`src/sv/cbu_pkg.sv`:
```
`timescale 1ns / 1ps
// ----------------------------------------------------------------------------
// cbu_pkg
// Types and codes shared by the chunked blob upload receiver and its parts.
// ----------------------------------------------------------------------------
package cbu_pkg;

  // Frame kinds carried with every input transaction.
  localparam logic [1:0] KIND_START  = 2'd0;
  localparam logic [1:0] KIND_DATA   = 2'd1;
  localparam logic [1:0] KIND_FINISH = 2'd2;
  localparam logic [1:0] KIND_POLL   = 2'd3;

  // Status codes returned at the end of each frame.
  localparam logic [2:0] ST_OK         = 3'd0;
  localparam logic [2:0] ST_FAIL       = 3'd1;
  localparam logic [2:0] ST_CHARGING   = 3'd2;
  localparam logic [2:0] ST_NO_STORAGE = 3'd3;
  localparam logic [2:0] ST_ACK        = 3'd4;

  // Configuration register indexes.
  localparam logic CFG_CHARGING = 1'b0;
  localparam logic CFG_CAPACITY = 1'b1;

  // Minimum frame lengths and header layout.
  localparam logic [15:0] MIN_START_LEN  = 16'd14;
  localparam logic [15:0] MIN_DATA_LEN   = 16'd6;
  localparam logic [15:0] MIN_FINISH_LEN = 16'd4;
  localparam logic [15:0] SEQ_BYTES      = 16'd2;
  localparam logic [15:0] SIZE_FIRST_POS = 16'd9;
  localparam logic [15:0] SIZE_LAST_POS  = 16'd12;
  localparam logic [15:0] POS_MAX        = 16'hFFFF;

  // Capacity and store addresses are carried at this width.
  localparam int CAP_W = 25;

  // Per-frame capture state, as it stands after the current byte.
  typedef struct packed {
    logic [15:0] pos;
    logic [15:0] seq;
    logic [31:0] head_word;
    logic [31:0] head_size;
    logic [31:0] tail;
    logic [31:0] chunk_sum;
  } frame_t;

  // State of the upload that spans frames.
  typedef struct packed {
    logic        active;
    logic [31:0] expected;
    logic [16:0] received;
    logic [15:0] wanted;
    logic [31:0] stored_sum;
  } upload_t;

  // One result transaction.
  typedef struct packed {
    logic [2:0]  status;
    logic [15:0] ack_number;
  } result_t;

endpackage

```
`src/sv/cbu_judge.sv`:
```
`timescale 1ns / 1ps
// ----------------------------------------------------------------------------
// cbu_judge
// Judges a completed frame against the upload state and gives the status
// together with the upload state that follows the frame.
// ----------------------------------------------------------------------------
module cbu_judge (
  input  logic [1:0]                 kind,
  input  cbu_pkg::frame_t            frame,
  input  cbu_pkg::upload_t           cur,
  input  logic                       charging,
  input  logic [cbu_pkg::CAP_W-1:0]  cap,
  output cbu_pkg::upload_t           nxt,
  output cbu_pkg::result_t           res
);
  import cbu_pkg::*;

  logic [31:0] data_sum;
  logic [17:0] total;

  // The sum of everything before the trailing checksum is the two sequence
  // bytes plus every chunk byte that has left the tail window.
  assign data_sum = frame.chunk_sum + {24'd0, frame.seq[15:8]} + {24'd0, frame.seq[7:0]};
  assign total    = {1'b0, cur.received} + {2'd0, frame.pos - MIN_DATA_LEN};

  always_comb begin
    nxt            = cur;
    res.status     = ST_FAIL;
    res.ack_number = 16'd0;
    unique case (kind)
      KIND_START: begin
        if (frame.pos < MIN_START_LEN) begin
          res.status = ST_FAIL;
        end else if (charging) begin
          res.status = ST_CHARGING;
        end else begin
          // The declared size is kept even when the start is refused.
          nxt.expected = frame.head_size;
          if (frame.head_size == 32'd0 ||
              frame.head_size > {{(32-CAP_W){1'b0}}, cap}) begin
            res.status = ST_NO_STORAGE;
          end else begin
            nxt.active     = 1'b1;
            nxt.received   = 17'd0;
            nxt.stored_sum = 32'd0;
            nxt.wanted     = 16'd1;
            res.status     = ST_ACK;
          end
        end
      end
      KIND_DATA: begin
        if (cur.active && frame.pos >= MIN_DATA_LEN) begin
          if (data_sum != frame.tail || frame.seq != cur.wanted) begin
            nxt.active = 1'b0;
          end else if ({14'd0, total} > cur.expected) begin
            nxt.active = 1'b0;
          end else begin
            nxt.received   = total[17] ? 17'h1FFFF : total[16:0];
            nxt.stored_sum = cur.stored_sum + frame.chunk_sum;
            nxt.wanted     = (cur.wanted == 16'hFFFF) ? cur.wanted : cur.wanted + 16'd1;
            res.status     = ST_ACK;
            res.ack_number = frame.seq;
          end
        end
      end
      KIND_FINISH: begin
        if (cur.active && frame.pos >= MIN_FINISH_LEN) begin
          nxt.active = 1'b0;
          if (frame.head_word == cur.stored_sum &&
              {15'd0, cur.received} == cur.expected) begin
            res.status = ST_OK;
          end
        end
      end
      KIND_POLL: begin
        if (cur.active) begin
          res.status     = ST_ACK;
          res.ack_number = cur.wanted - 16'd1;
        end else begin
          res.status = ST_OK;
        end
      end
      default: begin
        res.status = ST_FAIL;
      end
    endcase
  end

endmodule

```
`src/sv/cbu_outbuf.sv`:
```
`timescale 1ns / 1ps
// ----------------------------------------------------------------------------
// cbu_outbuf
// Result register with a skid stage, so that input transactions keep flowing
// while a finished result waits to be taken.
// ----------------------------------------------------------------------------
module cbu_outbuf (
  input  logic             clk,
  input  logic             rst_n,
  input  logic             push,
  input  cbu_pkg::result_t push_data,
  output logic             full,
  output logic             out_valid,
  input  logic             out_stall,
  output cbu_pkg::result_t out_data
);
  import cbu_pkg::*;

  logic    out_valid_r;
  logic    skid_valid_r;
  result_t out_data_r;
  result_t skid_data_r;
  logic    drain;

  assign drain     = out_valid_r && !out_stall;
  assign full      = skid_valid_r;
  assign out_valid = out_valid_r;
  assign out_data  = out_data_r;

  // Control: the skid stage fills only when the result register is held.
  always_ff @(posedge clk) begin
    if (!rst_n) begin
      out_valid_r  <= 1'b0;
      skid_valid_r <= 1'b0;
    end else if (skid_valid_r) begin
      if (drain) begin
        skid_valid_r <= 1'b0;
      end
    end else if (push) begin
      if (out_valid_r && !drain) begin
        skid_valid_r <= 1'b1;
      end else begin
        out_valid_r <= 1'b1;
      end
    end else if (drain) begin
      out_valid_r <= 1'b0;
    end
  end

  // Payload follows the same choices and needs no reset.
  always_ff @(posedge clk) begin
    if (skid_valid_r) begin
      if (drain) begin
        out_data_r <= skid_data_r;
      end
    end else if (push) begin
      if (out_valid_r && !drain) begin
        skid_data_r <= push_data;
      end else begin
        out_data_r <= push_data;
      end
    end
  end

  // A full skid stage must hold off new results.
  a_no_push_when_full: assert property (@(posedge clk) disable iff (!rst_n)
    !(push && skid_valid_r))
    else $error("result pushed while skid stage full");

  // The skid stage is never occupied with the result register empty.
  a_skid_behind_out: assert property (@(posedge clk) disable iff (!rst_n)
    skid_valid_r |-> out_valid_r)
    else $error("skid stage holds data ahead of result register");

  // The skid stage fills only because the result register was stalled.
  a_skid_fill_cause: assert property (@(posedge clk) disable iff (!rst_n)
    $rose(skid_valid_r) |-> $past(out_valid_r && out_stall))
    else $error("skid stage filled without a stalled result");

endmodule

```
`src/sv/chunked_blob_upload_receiver.sv`:
```
`timescale 1ns / 1ps
// A frame's result is registered in the result register, or in the skid stage while
//   the result register is held, when the transaction that ends its frame is accepted.
// Throughput: one input transaction per cycle unless in_stall holds the input; all
//   per-byte and end-of-frame work sits between the state registers and the result register.
// Reset (synchronous, rst_n low) clears all upload and frame state and the
//   result stages; the blob store holds no reset and needs no clearing pass.
// ----------------------------------------------------------------------------
// chunked_blob_upload_receiver
// Receives start, data, finish and poll frames byte by byte, writes accepted
// chunk bytes to the blob store and reports one status per frame.
// ----------------------------------------------------------------------------
module chunked_blob_upload_receiver #(
  parameter int STORE_BYTES = 65536
) (
  input  logic        clk,
  input  logic        rst_n,
  input  logic        cfg_we,
  input  logic        cfg_index,
  input  logic [16:0] cfg_data,
  input  logic        in_valid,
  output logic        in_stall,
  input  logic [1:0]  in_kind,
  input  logic [7:0]  in_payload_byte,
  input  logic        in_has_byte,
  input  logic        in_frame_end,
  output logic        out_valid,
  input  logic        out_stall,
  output logic [2:0]  out_status,
  output logic [15:0] out_ack_number
);
  import cbu_pkg::*;

  localparam int AW = $clog2(STORE_BYTES);
  localparam logic [CAP_W-1:0] STORE_LIMIT = CAP_W'(STORE_BYTES);

  logic             charging_r;
  logic [16:0]      capacity_r;
  frame_t           frame_r, frame_nxt, frame_byte;
  upload_t          upload_r, upload_nxt, upload_judged;
  result_t          res, out_res;
  logic             in_acc;
  logic             take;
  logic             buf_full;
  logic [CAP_W-1:0] cap;
  logic [CAP_W-1:0] store_addr;
  logic             store_we;
  logic [7:0]       store_data;
  logic [7:0]       blob_store [STORE_BYTES];

  assign in_stall = buf_full;
  assign in_acc   = in_valid && !buf_full;

  // Configuration registers.
  always_ff @(posedge clk) begin
    if (!rst_n) begin
      charging_r <= 1'b0;
      capacity_r <= 17'h10000;
    end else if (cfg_we) begin
      unique case (cfg_index)
        CFG_CHARGING: charging_r <= cfg_data[0];
        CFG_CAPACITY: capacity_r <= cfg_data;
        default:      charging_r <= charging_r;
      endcase
    end
  end

  // The usable capacity is the smaller of the register and the store size.
  assign cap = ({{(CAP_W-17){1'b0}}, capacity_r} > STORE_LIMIT) ?
               STORE_LIMIT : {{(CAP_W-17){1'b0}}, capacity_r};

  // Per-byte update; the position saturates and freezes the frame state.
  assign take       = in_has_byte && (frame_r.pos != POS_MAX);
  assign store_data = frame_r.tail[31:24];
  assign store_addr = {{(CAP_W-17){1'b0}}, upload_r.received} +
                      {{(CAP_W-16){1'b0}}, frame_r.pos - MIN_DATA_LEN};

  always_comb begin
    frame_byte = frame_r;
    store_we   = 1'b0;
    if (take) begin
      if (frame_r.pos >= MIN_DATA_LEN) begin
        // The byte leaving the tail window is chunk data.
        frame_byte.chunk_sum = frame_r.chunk_sum + {24'd0, frame_r.tail[31:24]};
        store_we = in_acc && (in_kind == KIND_DATA) && upload_r.active &&
                   (store_addr < STORE_LIMIT);
      end
      if (frame_r.pos < SEQ_BYTES) begin
        frame_byte.seq = {frame_r.seq[7:0], in_payload_byte};
      end
      if (frame_r.pos < MIN_FINISH_LEN) begin
        frame_byte.head_word = {frame_r.head_word[23:0], in_payload_byte};
      end
      if (frame_r.pos >= SIZE_FIRST_POS && frame_r.pos <= SIZE_LAST_POS) begin
        frame_byte.head_size = {frame_r.head_size[23:0], in_payload_byte};
      end
      frame_byte.tail = {frame_r.tail[23:0], in_payload_byte};
      frame_byte.pos  = frame_r.pos + 16'd1;
    end
  end

  cbu_judge u_judge (
    .kind     (in_kind),
    .frame    (frame_byte),
    .cur      (upload_r),
    .charging (charging_r),
    .cap      (cap),
    .nxt      (upload_judged),
    .res      (res)
  );

  // A frame end judges the frame and starts the next one from clear.
  always_comb begin
    frame_nxt  = frame_r;
    upload_nxt = upload_r;
    if (in_acc) begin
      if (in_frame_end) begin
        frame_nxt  = '0;
        upload_nxt = upload_judged;
      end else begin
        frame_nxt = frame_byte;
      end
    end
  end

  always_ff @(posedge clk) begin
    if (!rst_n) begin
      frame_r  <= '0;
      upload_r <= '0;
    end else begin
      frame_r  <= frame_nxt;
      upload_r <= upload_nxt;
    end
  end

  // Blob store, written four bytes behind the input.
  always_ff @(posedge clk) begin
    if (store_we) begin
      blob_store[store_addr[AW-1:0]] <= store_data;
    end
  end

  cbu_outbuf u_outbuf (
    .clk       (clk),
    .rst_n     (rst_n),
    .push      (in_acc && in_frame_end),
    .push_data (res),
    .full      (buf_full),
    .out_valid (out_valid),
    .out_stall (out_stall),
    .out_data  (out_res)
  );

  assign out_status     = out_res.status;
  assign out_ack_number = out_res.ack_number;

endmodule

```
`config.mk`:
```
export PLATFORM = sky130hd
export DESIGN_NAME = chunked_blob_upload_receiver
export DESIGN_NICKNAME = d
export VERILOG_FILES = /design/src/sv/cbu_pkg.sv /design/src/sv/cbu_judge.sv /design/src/sv/cbu_outbuf.sv /design/src/sv/chunked_blob_upload_receiver.sv
export SDC_FILE = /design/constraint.sdc
export NUM_CORES = 1
export LEC_CHECK = 0
export ABC_AREA = 1
export BUFFER_PORTS_ARGS = -buffer_cell sky130_fd_sc_hd__buf_2
export CAP_MARGIN = 30
export CORE_UTILIZATION = 30
export DETAILED_ROUTE_END_ITERATION = 10
export GPL_TIMING_DRIVEN = 0
export PLACE_DENSITY = 0.45
export SLEW_MARGIN = 20
export SYNTH_ARGS = -nofsm -noshare
export SYNTH_HDL_FRONTEND = slang
export SYNTH_SLANG_ARGS = --single-unit
```
`constraint.sdc`:
```
create_clock -name clk -period 8.2 [get_ports clk]
set_input_delay 1.64 -clock clk [delete_from_list [all_inputs] [get_ports clk]]
set_output_delay 1.64 -clock clk [all_outputs]
set_load 0.01 [all_outputs]
```
# [Word-level counts from Yosys, hierarchy flattened]
# Index checks and enable logic that the tools add are counted.
[op_classes] eq_ne=21 reduce_logical=29 mux=45 bitwise_logic=4 n_lt_le_gt_ge=11 n_addsub=9
[ops] cell="$mux W160" n=2
[ops] cell="$mux W65" n=4
[ops] cell="$mux W98" n=2
[ops] cell="$mux W19" n=7
[ops] cell="$pmux W65 S2" n=1
[ops] cell="$add A32 B8 Y32" n=3
[ops] cell="$mux W32" n=3
[ops] cell="$ge A16 B3 Y1 const B" n=3
[ops] cell="$mux W16" n=3
[ops] cell="$mux W17" n=2
[ops] cell="$add A16 B1 Y16 const B" n=2
[ops] cell="$add A32 B32 Y32" n=1
[ops] cell="$eq A17 B32 Y1" n=1
[ops] cell="$eq A32 B32 Y1" n=1
[ops] cell="$gt A18 B32 Y1" n=1
[ops] cell="$gt A32 B17 Y1" n=1
[ops] cell="$logic_not A32 Y1" n=1
[ops] cell="$ne A32 B32 Y1" n=1
[ops] cell="$pmux W16 S2" n=1
[ops] cell="$add A17 B16 Y18" n=1
[ops] cell="$reduce_and A9 Y1" n=2
[ops] cell="$gt A17 B17 Y1 const B" n=1
[ops] cell="$eq A16 B16 Y1 const B" n=1
[ops] cell="$ge A16 B4 Y1 const B" n=1
[ops] cell="28 further kinds" n=73
[totals] regBits=316 inputBits=35 output_inout_bits=21

# [Longest topological paths before layout]
[logic_depth] depth_word=14 mapped_depth=55 depth_no_buf=53

# [Cells and area by module]
# From an unflattened synthesis, not the netlist that was laid out.
[unflattened] cells_unflattened=3972 hier_area_um2=24512.3
[modules_own_cells] module="chunked_blob_upload_receiver" area_each_um2=12943.7 instances=1 cells_per_inst=1965 seq_area_each_um2=5525.3
[modules_own_cells] module="cbu_judge" area_each_um2=10070.9 instances=1 cells_per_inst=1888 seq_area_each_um2=0.0
[modules_own_cells] module="cbu_outbuf" area_each_um2=1497.7 instances=1 cells_per_inst=119 seq_area_each_um2=1181.1

# [Worst setup path before layout]
# Ideal clock, no wire load.
[synth_timing] kind="input to register" from="input port in_has_byte" to="register u_outbuf.out_data_r, in the netlist u_outbuf.out_data[16] (data pin)" required_time_ps=7947 n_path_buf=2 path_stages=45 slack_ps=1240 t_arrival_ps=6707 setup_time_ps=253 path_cell_list="o21ai_2 > buf_4 > nor2_1 > xor2_1 > inv_1 > ha_1 > nor2_1 > nand3_1 > xor2_1 > ha_1 > inv_1 > nor4_1 > nand2_1 > nand2_1 > a31o_2 > nand3_1 > nand2_1 > nand2_1 > [... 9 more ...] > nand3_1 > nor4_1 > a21oi_1 > a21oi_1 > nand4_1 > nor2_1 > nand3_1 > nor2_1 > nand3_1 > nor2_2 > nand2_1 > nand2_2 > buf_6 > nand2_1 > nand2_1 > nand2_1 > nand2_1 > nand2_1"
[synth_rtl] item="from (decl)" line_no="chunked_blob_upload_receiver.sv:25" rtl="input logic in_has_byte,"
[synth_rtl] item="to (signal assigned)" line_no="cbu_outbuf.sv:54" rtl="out_data_r <= skid_data_r;"
[synth_rtl] item="to (signal assigned)" line_no="cbu_outbuf.sv:60" rtl="out_data_r <= push_data;"
[synth_rtl] item="to (decl)" line_no="cbu_outbuf.sv:21" rtl="result_t out_data_r;"

# [Worst setup path after layout]
[layout_timing] from="input port in_has_byte" to="register upload_r[44] (netlist name)"
[layout_via] elab_chain_cells=8
[layout_rtl] item="$logic_and A1 B1 Y1 *" line_no="chunked_blob_upload_receiver.sv:73" rtl="assign take = in_has_byte && (frame_r.pos != POS_MAX);"
[layout_rtl] item="$mux W160 *" line_no="chunked_blob_upload_receiver.sv:81" rtl="if (take) begin"
[layout_rtl] item="parallel branches: the longest is 5 deep, another holds $gt A18 B32 Y1"
[layout_rtl] item="$reduce_and A10 Y1 (no source line) *"
[layout_rtl] item="to (signal assigned)" line_no="chunked_blob_upload_receiver.sv:132" rtl="upload_r <= upload_nxt;"
[layout_rtl] item="to (decl)" line_no="chunked_blob_upload_receiver.sv:40" rtl="upload_t upload_r, upload_nxt, upload_judged;"
# Mark *: on every way between the ends.
# A chain may end at the register's enable or synchronous reset.

==> impl_metrics.ini <==
[status]
status = complete, no violations

[routing]
wl_per_cell_um = 19.6
routed_wl_mm = 90.8
ant_nets = 0
drcViolationCount = 0
dr.pass1.iters = 5
drt_iter0_markers = 1779
via_per_inst = 4.98
vias = 23000

[die]
start_util_pct = 30.4
ios = 56
num_rows = 100
core_um2 = 74600
dieArea_um2 = 76700
die_y_um = 277
dieWidth_um = 277

[yosys]
synthTopCellsByCount = nand2_1 (1064), inv_1 (382), a21oi_1 (343), nor2_1 (286), dfxtp_1 (278)
synthTopCellsByArea = dfxtp_1 (25%), nand2_1 (18%), a21oi_1 (7.6%)
ys.flop_type = dfxtp_1
yosysMostFrequentCell = nand2_1
synth_top_area_share_pct = 24.5
ys_seq_area_share_pct = 29.6
ys_ff_latch = 316
synth.net_count = 3675
ys_types = 55
synth_enable_flop_cells = 38
synth_area_um2 = 22700
synth.largest_area_cell = dfxtp_1
yosys_warnings = 0
syn_area_per_cell_um2 = 6.45
async_flop_share_pct = 0
synth_cells = 3518

[global_route]
grt_max_degree = 16
grt_remaining_overflow = 0
grt_pass1_vias = 21500
grt.total_usage_pct = 23.3
grt_antenna_before_repair = 1
grt_pass1_wl_mm = 136

[sta]
fin_crit_sh_pct = 95.0
finalSetupViolCount = 0
max_freq_ghz = 0.128
clock_skew_ns = 0.0251
finalMaxSlewViolations = 0
slew_headroom_pct = 32.4
finalSetupTns_ns = 0
finalHoldViolCount = 0
period_needed_ns = 7.79
worst_pin_slew_ns = 1.01

[run]
max_cap_violations = 0

[critical_path]
cp_common_cell = nand2_1
arrival_ns = 8.23
critPathCaptureType = flop
start_kind = primary input
crit_path_top_delay_cell = xor2_1
criticalPathCategory = primary input to flop
required_ns = 8.64
crit_path_max_incr_delay_ns = 0.31
cp_max_fo = 10

[power_and_ir_drop]
ir_worst_vdd_mv = 0.129
power.leakage_nw = 10.8
powerDensity_nw_per_um2 = 156

[cts]
numCtsBuffers = 42
clockBufferDepth = 3
h-tree-depth = 2
clk_latency_ns = 0.60
cts-root-buf = clkbuf_16
cts.sinks = 316
cts_tree = built
cts.clk_slew.worst_paths_ns = 0.06

[layout]
final_net_count = 3783
drive_gt1_share_pct = 8.32
layout-area-overhead-vs-synth_pct = 14.1
fillers = 8272
final_util_pct = 34.7

[placement]
gp_congestion = 0.896
dpl.hpwl_mm = 72.8
portBuffers = 54

[min_path]
hold_path.class = flop to flop
==> placed cells by master, fill, tap and decap left out, types with 9 or more instances in the layout <==
| cell | instances |
|---|---|
| or2_2 | 27 |
| clkbuf_16 | 42 |
| edfxtp_1 | 38 |
| inv_2 | 15 |
| a21oi_1 | 338 |
| nor3_1 | 40 |
| nand3_1 | 170 |
| nand4_1 | 110 |
| nor2_2 | 15 |
| buf_6 | 12 |
| o21ai_0 | 165 |
| nor2_1 | 283 |
| nand2_2 | 15 |
| o22ai_2 | 10 |
| inv_1 | 379 |
| buf_4 | 16 |
| ha_1 | 109 |
| xor2_1 | 96 |
| nand3b_1 | 15 |
| o21bai_1 | 9 |
| o22ai_1 | 20 |
| fa_1 | 12 |
| nor3b_1 | 10 |
| buf_2 | 75 |
| dfxtp_1 | 278 |
| nand2_1 | 1063 |
| xnor2_1 | 32 |
| clkbuf_1 | 101 |
| nor4_1 | 18 |
| clkinv_2 | 10 |
==> path summary, 6_finish.rpt <==
check | from | end | slack (ns) | depth (start not counted)
max | in_has_byte | upload_r[44]$_SDFFE_PN0P_ | 0.41 | 42
min | upload_r[95]$_SDFFE_PN0P_ | upload_r[95]$_SDFFE_PN0P_ | 0.44 | 2
max reg2reg | frame_r[145]$_SDFFE_PN0P_ | upload_r[44]$_SDFFE_PN0P_ | 0.57 | 45
min reg2reg | upload_r[95]$_SDFFE_PN0P_ | upload_r[95]$_SDFFE_PN0P_ | 0.44 | 2
==> timing repair <==
action / 4_1_cts / 5_1_grt
buffers inserted: 2 / 4
endpoints found under the setup margin: 102 / 101
hold buffers: 0 / 0
gates resized for setup: 21 / 20
hold endpoints to repair: 0 / 0
pin swaps: 4 / 8
==> state kept, by name, summed over array words and instances (netlist names) <==
register and count:
charging_r 1, upload_r 98, frame_r 160, u_outbuf.full 1, u_outbuf.out_valid 1, u_outbuf.out_data 19, u_outbuf.skid_data_r 19, capacity_r 17
==> where the power goes <==
group	leakage (nW)	internal, mW	total [mW]	switching, mW
Sequential	2.59	1.58	1.60	0.0153
Combinational	7.54	0.129	0.460	0.331
Clock	0.705	1.16	1.98	0.822
==> through the flow <==
step                worst slack (ns)  instances  total power, mW  hold WS, ns  area (µm²)
global placement               -1.85       4541             2.08        0.437       24200
floorplan                       1.24       3518             1.91        0.423       22700
CTS                           0.0604       4621             4.07        0.448       25800
detailed placement             -1.79       4545             2.08        0.440       24200
finish                         0.409       4627             4.04        0.445       25900
global route                 -0.0416       4625             4.18        0.468       25900
==> critical path, delay by kind of cell <==
family | cells | cell delay, ns
AND/OR/NAND/NOR | 19 | 2.21
buffers and inverters | 9 | 1.57
AO/OA/AOI/OAI | 9 | 1.40
adder cells (fa/ha/maj) | 3 | 0.79
XOR/XNOR | 2 | 0.58
==> area by class of cell <==
class / count / area (µm²) / area share, %
multi-input cells: 2651 / 13900 / 53.7
flip-flops and latches: 316 / 6710 / 25.9
inverters: 400 / 1500 / 5.80
well taps: 969 / 1210 / 4.68
clock buffers: 53 / 1150 / 4.45
plain buffers: 151 / 757 / 2.92
repair buffers: 64 / 373 / 1.44
clock inverters: 21 / 275 / 1.06
diodes: 2 / 5.00 / 0.0193
==> routing by layer <==
layer | wire (µm) | GRT usage (%) | vias up
li1 | - | - | 11700
met1 | 43100 | 32.3 | 10700
met2 | 41600 | 38.3 | 547
met3 | 3990 | 2.55 | 99
met4 | 2090 | 5.51 | 0
met5 | 0 | 0 | -
==> cells by family after synthesis <==
logic type / count (synthesis) / share of synthesized area, %
multiplexers: 8 / 0.397
buffers and inverters: 551 / 9.85
adder cells (fa/ha/maj): 122 / 7.13
flip-flops: 316 / 29.6
AND/OR/NAND/NOR: 1790 / 33.7
AO/OA/AOI/OAI: 600 / 14.3
XOR/XNOR: 131 / 5.06
(Power assumes the default switching activity.)
